--- src/hdl/fra_pkg.sv ---
// ----------------------------------------------------------------------------
// fra_pkg
// Shared types and constants for the free range allocator.
// ----------------------------------------------------------------------------
package fra_pkg;

   localparam int MAX_RANGES_DEFAULT = 64;
   localparam int ADDR_WIDTH_DEFAULT = 32;
   localparam int FIELD_WIDTH        = 32;

   // request kinds
   typedef enum logic [1:0] {
      FUNC_ALLOC = 2'd0,
      FUNC_FREE  = 2'd1,
      FUNC_MARK  = 2'd2
   } func_type;

   // result status codes
   typedef enum logic [1:0] {
      STATUS_OK     = 2'd0,
      STATUS_NO_FIT = 2'd1,
      STATUS_FULL   = 2'd2
   } status_type;

   // sequencer states
   typedef enum logic [1:0] {
      ST_IDLE,
      ST_SCAN,
      ST_FLUSH,
      ST_DONE
   } state_type;

   // what the engine decided for the entry at the head of the chain
   typedef struct packed {
      logic [1:0] n_out;   // entries written back: 0, 1 or 2
      logic       absorb;  // entry merged into the pending free range
      logic       place;   // pending free range placed (or dropped) here
      logic       hit;     // alloc found its entry
      logic       drop;    // table full, a range was lost
   } act_type;

endpackage

--- src/hdl/fra_cell.sv ---
// ----------------------------------------------------------------------------
// fra_cell
// One table slot: holds a free range and shifts toward the head of the chain.
// ----------------------------------------------------------------------------
module fra_cell #(
   parameter int ADDR_WIDTH  = fra_pkg::ADDR_WIDTH_DEFAULT,
   parameter int INDEX_WIDTH = 6
) (
   input  logic                   clock,
   input  logic [INDEX_WIDTH-1:0] my_index,
   input  logic                   shift,
   input  logic                   we0,
   input  logic                   we1,
   input  logic [INDEX_WIDTH-1:0] wr_addr0,
   input  logic [INDEX_WIDTH-1:0] wr_addr1,
   input  logic [ADDR_WIDTH-1:0]  wr_base0,
   input  logic [ADDR_WIDTH-1:0]  wr_size0,
   input  logic [ADDR_WIDTH-1:0]  wr_base1,
   input  logic [ADDR_WIDTH-1:0]  wr_size1,
   input  logic [ADDR_WIDTH-1:0]  nbr_base,
   input  logic [ADDR_WIDTH-1:0]  nbr_size,
   output logic [ADDR_WIDTH-1:0]  base,
   output logic [ADDR_WIDTH-1:0]  size
);

   logic [ADDR_WIDTH-1:0] base_ff, base_in;
   logic [ADDR_WIDTH-1:0] size_ff, size_in;

   // writes land in the post-shift frame, so they win over the shift
   always_comb begin
      base_in = base_ff;
      size_in = size_ff;
      if (we0 && wr_addr0 == my_index) begin
         base_in = wr_base0;
         size_in = wr_size0;
      end else if (we1 && wr_addr1 == my_index) begin
         base_in = wr_base1;
         size_in = wr_size1;
      end else if (shift) begin
         base_in = nbr_base;
         size_in = nbr_size;
      end
   end

   always_ff @(posedge clock) begin
      base_ff <= base_in;
      size_ff <= size_in;
   end

   assign base = base_ff;
   assign size = size_ff;

endmodule

--- config.mk ---
export PLATFORM = sky130hd
export DESIGN_NAME = fra_cell
export DESIGN_NICKNAME = d
export VERILOG_FILES = /design/src/hdl/fra_pkg.sv /design/src/hdl/fra_cell.sv
export SDC_FILE = /design/constraint.sdc
export NUM_CORES = 1
export LEC_CHECK = 0
export BUFFER_PORTS_ARGS = -buffer_cell sky130_fd_sc_hd__buf_2
export CORE_AREA = 2 2 89 156
export CTS_CLUSTER_SIZE = 30
export DETAILED_ROUTE_END_ITERATION = 12
export DIE_AREA = 0 0 91 158
export PLACE_DENSITY = 0.7
export SETUP_SLACK_MARGIN = 0.1
export SYNTH_ARGS = -nofsm -noshare
export SYNTH_HDL_FRONTEND = slang
export SYNTH_SLANG_ARGS = --single-unit
--- constraint.sdc ---
create_clock -name clock -period 8.43 [get_ports clock]
set_clock_uncertainty 0.15 [all_clocks]
set_input_delay 1.686 -clock clock [delete_from_list [all_inputs] [get_ports clock]]
set_output_delay 1.686 -clock clock [all_outputs]
set_load 0.01 [all_outputs]
## Yosys cells after proc, flatten, opt, wreduce, memory -nomap -nowiden

Cells that the tools add are included.

- Divide/modulo/power cells: 0
- Bitwise operators: 0
- Shift operators: 0
- Multiply operators: 0
- Equal/unequal tests: 2
- Mux-type cells: 6
- Reduce and logical (&&, ||, !) cells: 3
- $lt $le $gt $ge: 0
- $add $sub $neg: 0

Operators with widths:

| kind | count |
|---|---|
| $mux 32 | 6 |
| $eq 6x6->1 | 2 |
| $reduce_bool 3->1 | 1 |
| $logic_and 1x1->1 | 2 |

- Logic and storage cells: 13
- Output and inout port bits: 64
- Input bits: 214
- Register bits: 64
- Memory bits (writable): 0
- Latch bits: 0
- Memory bits (read-only): 0
- Memories kept: 0

## Logic depth before layout (Yosys ltp)

- Word-level depth: 4
- Gate-level depth with buffers: 6
- Depth with buffers taken out: 4

## Least setup slack after synthesis

No wires, ideal clock.

- Path kind: input-to-reg
- From: input port my_index[0]
- To: register base_ff[0] (netlist: base[0]) (enable)
- Library setup time: 0.574 ns
- Slack: 0.540 ns
- Data required time: 7.706 ns
- Arrival time: 7.166 ns
- Path buffers: 2
- Cell stages on the path: 5
- Cell sequence: xor2_1 -> or4b_4 -> buf_6 -> buf_6 -> o21ai_0

- Longest elaborated chain between the ends: 3
- Elaborated cells between the ends (all ways): 5
- Classes of those cells: 2 x eq/ne; 3 x reduce/logical

RTL lines:

| element | RTL line | source |
|---|---|---|
| from (decl) | fra_cell.sv:10 | `input logic [INDEX_WIDTH-1:0] my_index,` |
| $eq 6x6->1 (on tied branches) | fra_cell.sv:33, fra_cell.sv:36 |  |
| $logic_and 1x1->1 (on tied branches) | fra_cell.sv:33, fra_cell.sv:36 |  |
| $reduce_bool 3->1 (no line) * | n/a |  |
| to (signal assigned) | fra_cell.sv:46 | `base_ff <= base_in;` |
| to (decl) | fra_cell.sv:26 | `logic [ADDR_WIDTH-1:0] base_ff, base_in;` |

Every way passes the cells marked *; elsewhere a longest branch is shown, timed or not.
A chain may end at the register's enable or synchronous reset.

## Final worst setup path

- From: input port we1
- To: register base_ff[21] (netlist: base[21]) (enable)

- Longest elaborated chain between the ends: 2

RTL lines:

| element | RTL line | source |
|---|---|---|
| from (decl) | fra_cell.sv:13 | `input logic we1,` |
| $logic_and 1x1->1 | fra_cell.sv:36 | `end else if (we1 && wr_addr1 == my_index) begin` |
| $reduce_bool 3->1 (no line) | n/a |  |

Every way passes these cells.

==> summary.md <==
| Metric | Value |
|---|---|
| Run status | finished, final reports clean |
| Vias in the first global route | 5145 |
| Placed cell count | 930 |
| Die Y | 158 um |
| Synth warn | 0 |
| Cell leakage power | 0.00234 uW |
| Worst path top cell family by delay | buffers and inverters |
| Register area share after synthesis | 42.6% |
| FILL cells | 1388 |
| XOR/XNOR share of the synthesized area | 2.33% |
| Setup violations, final | 0 |
| Hold Crit Depth | 3 |
| Total die area | 14400 um^2 |
| Hold EP | base[16] |
| CTS clk-pin slew, worst paths | 0.05 ns |
| Post_cts resized | 0 |
| CTS buffer count | 9 |
| Critical path class | in -> reg |
| Wire length per cell | 18.3 um |
| Setup TNS | 0 ns |
| Final cell count without fillers | 947 |
| Max layer used | met4 |
| Post-synthesis mux area share | 0% |
| Initial core utilization | 34.3% |
| I/O Pins | 278 |
| Pin count of the biggest net entering global routing | 66 |
| Hold_buf cts | 0 |
| Drt total wl | 17400 um |
| Max Fclk | 198 MHz |
| Post-synth net total | 758 |
| CTS sink cnt | 64 |
| Period utilization | 59.9% |
| Period minus WS final | 5.05 ns |
| Syn-to-layout area delta | 38.2% |
| Via density | 5.67 |
| Routed Antenna Nets | 0 |
| DR WL met3 | 1250 um |
| Yosys cell types | 19 |
| Max-slew violations | 0 |
| Reg area | 1920 um^2 |
| Die Wd | 91 um |
| Clk root buf | clkbuf_16 |
| Std-Cell Rows | 56 |
| Synth Area in Compound Gates | 25.1% |
| Arrival time of the worst setup path | 4.86 ns |
| Post-synthesis adder-cell area fraction | 0% |
| Via count | 5369 |
| CP peak stage delay | 0.90 ns |
| VDD IR max | 0.102 mV |
| Core ar. | 13200 um^2 |
| Crit start category | primary input |
| Worst slew pin tran | 1.10 ns |
| Placer Congestion | 0.871 |
| Final setup margin | 3.38 ns |
| Initial antenna violation count | 1 |
| Max Fanout on Critical Path | 65 |
| Mapped Avg Cell Area | 8.30 um^2 |
| Synth Area in Simple Gates | 22.4% |
| CTS tree | yes |
| H-tree levels | 3 |
| Hold Crit Class | in -> reg |
| RSZ-0062 raised after global routing | false |
| Crit-path cells | buf_2 -> or4b_4 -> o21ai_4 -> buf_4 |
| Initial DRC count | 402 |
| IO Port Bufs | 277 |
| Slowest CP cell | or4b_4 |
| CP endpoint kind | flop |
| GRT Util Overall | 22.9% |
| Dominant combinational cell family by area after synthesis | compound AO/OA/AOI/OAI gates |
| WP data required | 8.23 ns |
| Metal-1 WL | 6330 um |
| Cells after Synth | 544 |
| HP Start | wr_base0[16] |
| Power Density | 164 nW/um^2 |
| DR pass1 iterations | 6 |
| Number of remaining DRC errors | 0 |
| Final Hold Vio Count | 0 |
| Total power | 1020 uW |
| First-pass GRT wire length | 26100 um |
| Nets | 981 |
| Share of cells above drive strength 1 | 40.1% |
| Area of the multi-input gates | 2330 um^2 |
| DP HPWL | 11500 um |
| Post-Synthesis Cell Area | 4510 um^2 |
| Buf/Inv on CP | 2 |
| Flops & latches, synth | 64 |
| Clock tree buffer depth | 2 |
| Grt total ovfl | 0 |
| Met2 routed WL | 9230 um |
| Slew headroom | 26.4% |
| Post-CTS Setup Inserts | 0 |
| Layout Utilization | 47.3% |
| Max cap viols | 0 |
| Pre-CTS WS | 3.06 ns |
[cells in the final DEF (no fill, tap or decap), types with 2 or more instances in the layout]
master,synthesis,routed
a21oi_1,65,65
a22oi_1,64,64
and3_2,0,2
buf_2,13,277
buf_4,0,10
bufinv_16,0,2
clkbuf_16,0,9
clkinv_1,0,2
diode_2,0,2
edfxtp_1,64,64
nand2_1,64,64
nand3_2,0,2
nor3_1,64,64
nor4_1,64,64
o21ai_0,16,15
o21ai_1,49,49
xnor2_1,9,9
xor2_4,0,3
[layer usage]
layer	vias up	track usage [%]
met3	45	4.00
met5	-	0
met1	2446	26.1
met4	0	11.0
li1	2556	-
met2	322	41.0
[how the worst max path moves through the flow]
stage                      startpoint        to  slack (ns)  depth (start not counted)
after global routing              we1  base[21]        3.21                          4
final                             we1  base[21]        3.38                          4
after global placement            we1  base[30]        3.10                          4
after floorplan           my_index[0]   base[0]        0.54                          5
after CTS                         we1  base[21]        3.43                          4
after detailed placement          we1   base[3]        3.06                          4
[Yosys cell counts, drive strengths merged]
library cell	count	share of area [%]
clkbuf	46	3.8
and3	2	0.28
and4	1	0.19
a22oi	64	11
nor4	64	8.9
xnor2	9	1.7
o21ai	65	7.2
buf	29	3.8
edfxtp	64	43
nand4	1	0.14
or4b	1	0.30
nor3	64	7.1
a21oi	65	7.2
xor2	3	0.58
nand2	64	5.3
nand3	2	0.22
[power breakdown]
group	switching, uW	internal (uW)	total, uW
clock	135	255	390
sequential	8.60	386	395
combinational	152	85.8	237
total	296	727	1020
[area by class of cell]
cell class | count | share of cell area, %
clock buffers | 10 | 3.67
repair buffers | 287 | 23.4
well taps | 174 | 3.49
flip-flops and latches | 64 | 30.8
clock inverters | 5 | 1.16
diodes | 2 | 0.0802
multi-input cells | 405 | 37.4
[through the flow]
step | instance area, um^2 | hold slack [ns]
finish | 6240 | 1.54
global route | 6230 | 1.54
CTS | 6230 | 1.52
detailed placement | 5930 | 1.87
global placement | 5930 | 1.87
floorplan | 4510 | 1.77
[flip-flops by register name, summed over array words and instances (netlist names)]
signal	cells
base	32
size	32
[cell families after synthesis]
kind of cell	after synthesis
flip-flops	64
AO/OA/AOI/OAI	194
XOR/XNOR	12
buffers and inverters	75
AND/OR/NAND/NOR	199
[worst min-delay path, cell delays in order]
cell and delay [ns]:
buf_2 0.07, nor3_1 0.04, a21oi_1 0.10
No activity file was read; power rests on OpenSTA's default activity.
