--- src/hdl/fra_pkg.sv ---
// ----------------------------------------------------------------------------
// fra_pkg
// Shared types and constants for the free range allocator.
// ----------------------------------------------------------------------------
package fra_pkg;

   localparam int MAX_RANGES_DEFAULT = 64;
   localparam int ADDR_WIDTH_DEFAULT = 32;
   localparam int FIELD_WIDTH        = 32;

   // request kinds
   typedef enum logic [1:0] {
      FUNC_ALLOC = 2'd0,
      FUNC_FREE  = 2'd1,
      FUNC_MARK  = 2'd2
   } func_type;

   // result status codes
   typedef enum logic [1:0] {
      STATUS_OK     = 2'd0,
      STATUS_NO_FIT = 2'd1,
      STATUS_FULL   = 2'd2
   } status_type;

   // sequencer states
   typedef enum logic [1:0] {
      ST_IDLE,
      ST_SCAN,
      ST_FLUSH,
      ST_DONE
   } state_type;

   // what the engine decided for the entry at the head of the chain
   typedef struct packed {
      logic [1:0] n_out;   // entries written back: 0, 1 or 2
      logic       absorb;  // entry merged into the pending free range
      logic       place;   // pending free range placed (or dropped) here
      logic       hit;     // alloc found its entry
      logic       drop;    // table full, a range was lost
   } act_type;

endpackage

--- src/hdl/fra_engine.sv ---
// ----------------------------------------------------------------------------
// fra_engine
// Decides what becomes of the entry at the head of the chain for the
// request in progress: keep, trim, split, drop, or merge into a free range.
// ----------------------------------------------------------------------------
module fra_engine #(
   parameter int ADDR_WIDTH = fra_pkg::ADDR_WIDTH_DEFAULT
) (
   input  fra_pkg::func_type      func,
   input  logic                   active,   // request size nonzero
   input  logic [ADDR_WIDTH-1:0]  op_base,
   input  logic [ADDR_WIDTH-1:0]  op_size,
   input  logic [ADDR_WIDTH:0]    op_end,
   input  logic [ADDR_WIDTH:0]    pend_base,
   input  logic [ADDR_WIDTH:0]    pend_end,
   input  logic                   pend,
   input  logic                   found,
   input  logic                   room,     // table can take one more entry
   input  logic [ADDR_WIDTH-1:0]  ent_base,
   input  logic [ADDR_WIDTH-1:0]  ent_size,
   output logic [ADDR_WIDTH-1:0]  out_base0,
   output logic [ADDR_WIDTH-1:0]  out_size0,
   output logic [ADDR_WIDTH-1:0]  out_base1,
   output logic [ADDR_WIDTH-1:0]  out_size1,
   output logic [ADDR_WIDTH:0]    pend_base_nx,
   output logic [ADDR_WIDTH:0]    pend_end_nx,
   output fra_pkg::act_type       act
);

   logic [ADDR_WIDTH:0]   ent_b;
   logic [ADDR_WIDTH:0]   ent_e;
   logic [ADDR_WIDTH:0]   op_b;
   logic [ADDR_WIDTH:0]   pend_len;
   logic [ADDR_WIDTH-1:0] lower;
   logic [ADDR_WIDTH:0]   upper;

   assign ent_b    = {1'b0, ent_base};
   assign ent_e    = {1'b0, ent_base} + {1'b0, ent_size};
   assign op_b     = {1'b0, op_base};
   assign pend_len = pend_end - pend_base;
   assign lower    = (op_base > ent_base) ? op_base - ent_base : '0;
   assign upper    = (ent_e > op_end) ? ent_e - op_end : '0;

   always_comb begin
      act          = '0;
      act.n_out    = 2'd1;
      out_base0    = ent_base;
      out_size0    = ent_size;
      out_base1    = '0;
      out_size1    = '0;
      pend_base_nx = pend_base;
      pend_end_nx  = pend_end;
      case (func)
         fra_pkg::FUNC_ALLOC: begin
            // first fit: carve from the start of the entry
            if (active && !found && ent_size >= op_size) begin
               act.hit = 1'b1;
               if (ent_size == op_size) begin
                  act.n_out = 2'd0;
               end else begin
                  out_base0 = ent_base + op_size;
                  out_size0 = ent_size - op_size;
               end
            end
         end
         fra_pkg::FUNC_FREE: begin
            if (active && pend) begin
               if (ent_b <= pend_end && ent_e >= pend_base) begin
                  // touching or overlapping: fold into the pending range
                  act.absorb   = 1'b1;
                  act.n_out    = 2'd0;
                  pend_base_nx = (ent_b < pend_base) ? ent_b : pend_base;
                  pend_end_nx  = (ent_e > pend_end) ? ent_e : pend_end;
               end else if (ent_b > pend_end) begin
                  // first entry above: the pending range goes in front of it
                  act.place = 1'b1;
                  if (room) begin
                     act.n_out = 2'd2;
                     out_base0 = pend_base[ADDR_WIDTH-1:0];
                     out_size0 = pend_len[ADDR_WIDTH-1:0];
                     out_base1 = ent_base;
                     out_size1 = ent_size;
                  end else begin
                     act.drop = 1'b1;
                  end
               end
            end
         end
         fra_pkg::FUNC_MARK: begin
            if (active && !(ent_e <= op_b || ent_b >= op_end)) begin
               if (lower == '0 && upper == '0) begin
                  act.n_out = 2'd0;
               end else if (lower != '0 && upper != '0) begin
                  // range strictly inside: split, upper part needs a slot
                  out_size0 = lower;
                  if (room) begin
                     act.n_out = 2'd2;
                     out_base1 = op_end[ADDR_WIDTH-1:0];
                     out_size1 = upper[ADDR_WIDTH-1:0];
                  end else begin
                     act.drop = 1'b1;
                  end
               end else if (lower != '0) begin
                  out_size0 = lower;
               end else begin
                  out_base0 = op_end[ADDR_WIDTH-1:0];
                  out_size0 = upper[ADDR_WIDTH-1:0];
               end
            end
         end
         default: begin
            act.n_out = 2'd1;
         end
      endcase
   end

endmodule

--- config.mk ---
export PLATFORM = sky130hd
export DESIGN_NAME = fra_engine
export DESIGN_NICKNAME = d
export VERILOG_FILES = /design/src/hdl/fra_pkg.sv /design/src/hdl/fra_engine.sv
export SDC_FILE = /design/constraint.sdc
export NUM_CORES = 1
export LEC_CHECK = 0
export BUFFER_PORTS_ARGS = -buffer_cell sky130_fd_sc_hd__buf_2
export CAP_MARGIN = 20
export CELL_PAD_IN_SITES_DETAIL_PLACEMENT = 1
export CELL_PAD_IN_SITES_GLOBAL_PLACEMENT = 1
export CORE_ASPECT_RATIO = 0.75
export CORE_UTILIZATION = 35
export DETAILED_ROUTE_END_ITERATION = 8
export PLACE_DENSITY = 0.75
export SLEW_MARGIN = 10
export SYNTH_ARGS = -nofsm -noshare
export SYNTH_HDL_FRONTEND = slang
export SYNTH_SLANG_ARGS = --single-unit
--- constraint.sdc ---
create_clock -name vclk -period 27.8
set_input_delay 5.56 -clock vclk [all_inputs]
set_output_delay 5.56 -clock vclk [all_outputs]
set_load 0.1 [all_outputs]
Word level (Yosys, flattened, before mapping)
Cells that the tools add are included.

word-level totals
  flip-flop bits (word level) = 0
  input port bits = 233
  word-level logic and storage cells = 108
  output and inout bits = 200

operators by class
  add/sub/neg operators = 6
  reductions and logical operators = 15
  eq/ne operators = 3
  multiplexer cells = 74
  magnitude comparators = 10

operators by type and width
  cell                number
  $mux 32             37
  $mux 33             9
  $pmux 32 s3         2
  $pmux 32 s2         2
  $sub 32x32->32      3
  $gt 33x33->1        2
  $add 32x32->33      1
  $ge 32x33->1        1
  $ge 33x33->1        1
  $gt 32x33->1        1
  $le 32x33->1        1
  $le 33x32->1        1
  $logic_not 33->1    1
  $lt 32x33->1        1
  $reduce_bool 33->1  1
  $sub 33x33->33      1
  $add 32x32->32      1
  $eq 32x32->1        1
  $ge 32x32->1        1
  $gt 32x32->1        1
  $logic_not 32->1    1
  $reduce_bool 32->1  1
  $mux 2              8
  $mux 1              13
  other kinds (9)     16

Longest topological paths before layout
  word-level depth = 9
  mapped depth = 28
  depth with buffers taken out = 26

Worst setup path after synthesis
OpenSTA, ideal clock, no wires.

  path type = input port to output port
  from = in ent_base[0]
  to = out out_base1[10]
  slack = 9.287 ns
  data required time = 22.240 ns
  cell stages on the path = 26
  path buffers = 3
  data arrival time = 12.953 ns
  cell sequence = ha_1 -> fa_1 -> a211o_1 -> a21oi_1 -> o21ai_0 -> a21oi_1 -> o21ai_0 -> a21o_1 -> a21oi_1 -> xnor2_1 -> ha_1 -> clkbuf_1 -> nand2_1 -> o21ai_0 -> a31oi_1 -> nand4_1 -> a41oi_1 -> o21bai_1 -> a311o_1 -> xnor2_1 -> and4_1 -> or4_1 -> or2_1 -> clkbuf_1 -> clkbuf_1 -> o21ai_0

between the ends
  word-level cells in the longest chain between the ends = 9
  elaborated cells between the ends (all ways) = 29
  classes of those cells = 3 x add/sub; 7 x order compare; 9 x mux; 10 x reduce/logical

RTL lines
  element                                                RTL line          text
  from (decl)                                            fra_engine.sv:19  input logic [ADDR_WIDTH-1:0] ent_base,
  $add 32x32->33                                         fra_engine.sv:38  assign ent_e = {1'b0, ent_base} + {1'b0, ent_size};
  $sub 33x33->33 / $gt 33x33->1 (equally long branches)  fra_engine.sv:42  assign upper = (ent_e > op_end) ? ent_e - op_end : '0;
  $mux 33                                                fra_engine.sv:42
  $reduce_bool 33->1                                     fra_engine.sv:93  end else if (lower != '0 && upper != '0) begin
  $logic_and 1x1->1                                      fra_engine.sv:93
  $mux 32                                                fra_engine.sv:93
  $mux 32                                                fra_engine.sv:91  if (lower == '0 && upper == '0) begin
  $mux 32                                                fra_engine.sv:90  if (active && !(ent_e <= op_b || ent_b >= op_end)) begin
  $pmux 32 s2 (*)                                        fra_engine.sv:53  case (func)
  to (decl)                                              fra_engine.sv:23  output logic [ADDR_WIDTH-1:0] out_base1,

Mark *: on every way between the ends. The rest lies on a longest branch, timed or not.

Final worst setup path
  from = in ent_base[0]
  to = out out_base0[15]

between the ends
  word-level cells in the longest chain between the ends = 9
  elaborated cells between the ends (all ways) = 33
  classes of those cells = 4 x add/sub; 7 x order compare; 12 x mux; 10 x reduce/logical

RTL lines
  element                                                RTL line          text
  $add 32x32->33                                         fra_engine.sv:38
  $sub 33x33->33 / $gt 33x33->1 (equally long branches)  fra_engine.sv:42
  $mux 33                                                fra_engine.sv:42
  $reduce_bool 33->1                                     fra_engine.sv:93
  $logic_and 1x1->1                                      fra_engine.sv:93
  $mux 32                                                fra_engine.sv:93
  $mux 32                                                fra_engine.sv:91
  $mux 32                                                fra_engine.sv:90
  $pmux 32 s3 (*)                                        fra_engine.sv:53
  to (decl)                                              fra_engine.sv:21  output logic [ADDR_WIDTH-1:0] out_base0,

Marks and branches as above.

==> results.json <==
{
  "antenna_left": 0,
  "place.gp.congestion": 1.15,
  "vdd.ir_drop.worst_mv": 0.0212,
  "io_buffers": 433,
  "dieArea_um2": 55700,
  "cts_resized": 0,
  "placed_area_um2": 22100,
  "critPathBufInv": 3,
  "drv_slew": 0,
  "post-route-drc-count": 0,
  "ys_seq_area_share_pct": 0,
  "synth_common_cells": "388 x ha_1, 268 x a21oi_1, 246 x inv_1",
  "hpwl_um": 109000,
  "final_area_um2": 22100,
  "dr.pass1.iters": 9,
  "grt_use_met2_pct": 63.2,
  "crit_path_max_fanout": 23,
  "cp.required_ns": 22.24,
  "num_io_pins": 433,
  "setup.worst_path.end_class": "primary output",
  "numSequentialCells": 0,
  "fmax_ghz": 0.0515,
  "vias_per_cell": 6.67,
  "setup_viol": 0,
  "path_depth": 28,
  "cp-endpoint": "out_base0[15]",
  "hold_path.class": "input pin to primary output",
  "crit_start": "ent_base[0]",
  "cp_top_family": "compound AO/OA/AOI/OAI gates",
  "maxSlewHeadroom_pct": 21.2,
  "globalRouteTotalUtil_pct": 43.5,
  "status": "finished clean",
  "synthCells": 2763,
  "drive_gt1_share_pct": 17.6,
  "drt_iter0_markers": 2997,
  "post_cts_buffers": 0,
  "nClkBuffers": 0,
  "avgSynthCellArea_um2": 6.94,
  "cp.arrival_ns": 13.85,
  "grt_remaining_overflow": 0,
  "hold_buffers": 0,
  "die_w_um": 272,
  "final-hold-violation-count": 0,
  "area_delta_synth_final_pct": 15.3,
  "rsz0062_at_grt": "false",
  "period_needed_ns": 19.41,
  "grt_pass1_wl_um": 177000,
  "synth_fp_nets": 3390,
  "worst_slew_pin_slew_ns": 1.18,
  "die_y_um": 205,
  "cp_common_cell": "a21oi_1",
  "tns_ns": 0,
  "synth_cell_types": 90,
  "cp_slowest_cell": "a221oi_1",
  "cellPowerDensity_nw_per_um2": 40.1,
  "rows": 73,
  "core-area_um2": 53500,
  "synthTopCellsByArea": "ha_1 25%, a21oi_1 7.0%, a21o_1 5.6%",
  "antenna_found_initial": 12,
  "vias": 25604,
  "syn_area_um2": 19200,
  "crit_type": "input pin to primary output",
  "seq_area_um2": 0,
  "nNetsFinal": 3756,
  "start_kind": "input pin",
  "grt_pass1_vias": 24922,
  "finalCritPeriodShare_pct": 69.8,
  "slowest_delay_ns": 0.85,
  "yosys.area.top_type": "ha_1",
  "yosys_warnings": 0,
  "wirelength_um": 127000,
  "use_met3_pct": 12.2,
  "grt-busiest-layer": "met2",
  "synth_most_common_cell": "ha_1",
  "yosysTopAreaCellShare_pct": 25.3,
  "cellLeakagePower_nw": 11.2,
  "maxCapViolCount": 0,
  "routedWlPerCell_um": 33.0,
  "start_util_pct": 35.8,
  "use_met1_pct": 61.9,
  "final_core_util_pct": 41.3,
  "grt_max_degree": 65
}
[how the worst min path moves through the flow]
stage	depth (start not counted)	end	startpoint	slack, ns
2_1_floorplan	1	act[1]	found	11.46
3_3_place_gp	3	act[1]	found	11.57
3_5_place_dp	3	act[1]	found	11.57
4_1_cts	3	act[1]	found	11.58
5_1_grt	3	act[1]	found	11.59
6_report	3	act[1]	found	11.58
[final cells by class]
type,count,area (um^2)
antenna,2,5.00
inverter,246,923
timing repair buffer,466,2410
fill,7000,31400
multi-input combinational,2415,17900
tap,712,891
[per-stage QoR]
stage	hold slack, ns	total power [W]	std cells	worst slack [ns]
6_report	11.58	0.000887	3841	8.39
5_1_grt	11.59	0.000924	3840	8.32
4_1_cts	11.58	0.000852	3838	8.93
3_5_place_dp	11.57	0.000849	3838	8.94
3_3_place_gp	11.57	0.000833	3838	9.13
2_1_floorplan	11.46	0.000566	2763	9.29
[kinds of logic (layout without fill, tap and decap cells)]
kind of cell | after synthesis | count (layout) | synth area share, %
buffers and inverters | 348 | 712 | 6.96
muxes | 78 | 78 | 4.31
AOI/OAI and AO/OA | 1033 | 1033 | 36.0
adders and majority gates | 394 | 394 | 25.9
other | 0 | 2 | 0
xor gates and xnor gates | 155 | 155 | 7.08
and+or+nand+nor | 755 | 755 | 19.7
[where the power goes]
group | internal (W) | switching, W
clock network | 0.00000000000971 | 0
registers | 0 | 0
logic | 0.000255 | 0.000632
[layout by cell type, fill, tap and decap left out, drive strengths merged, types with 40 or more instances in the layout]
master and count:
a21o 142, nand3 59, inv 246, ha 388, nand4 65, xnor2 94
nor3 40, xor2 61, o21ai 200, mux2i 41, nand2 244, buf 465
nor2 136, a21oi 276
[worst min-delay path: stages]
cell,delay [ns]
buf_2,0.12
nor3b_1,0.05
buf_2,0.29
[per-layer routing]
layer,wire (um),vias up
li1,-,11147
met1,55700,12748
met2,51300,1531
met3,16100,172
met4,3490,6
met5,41,-
No activity file was read; power rests on OpenSTA's default activity.
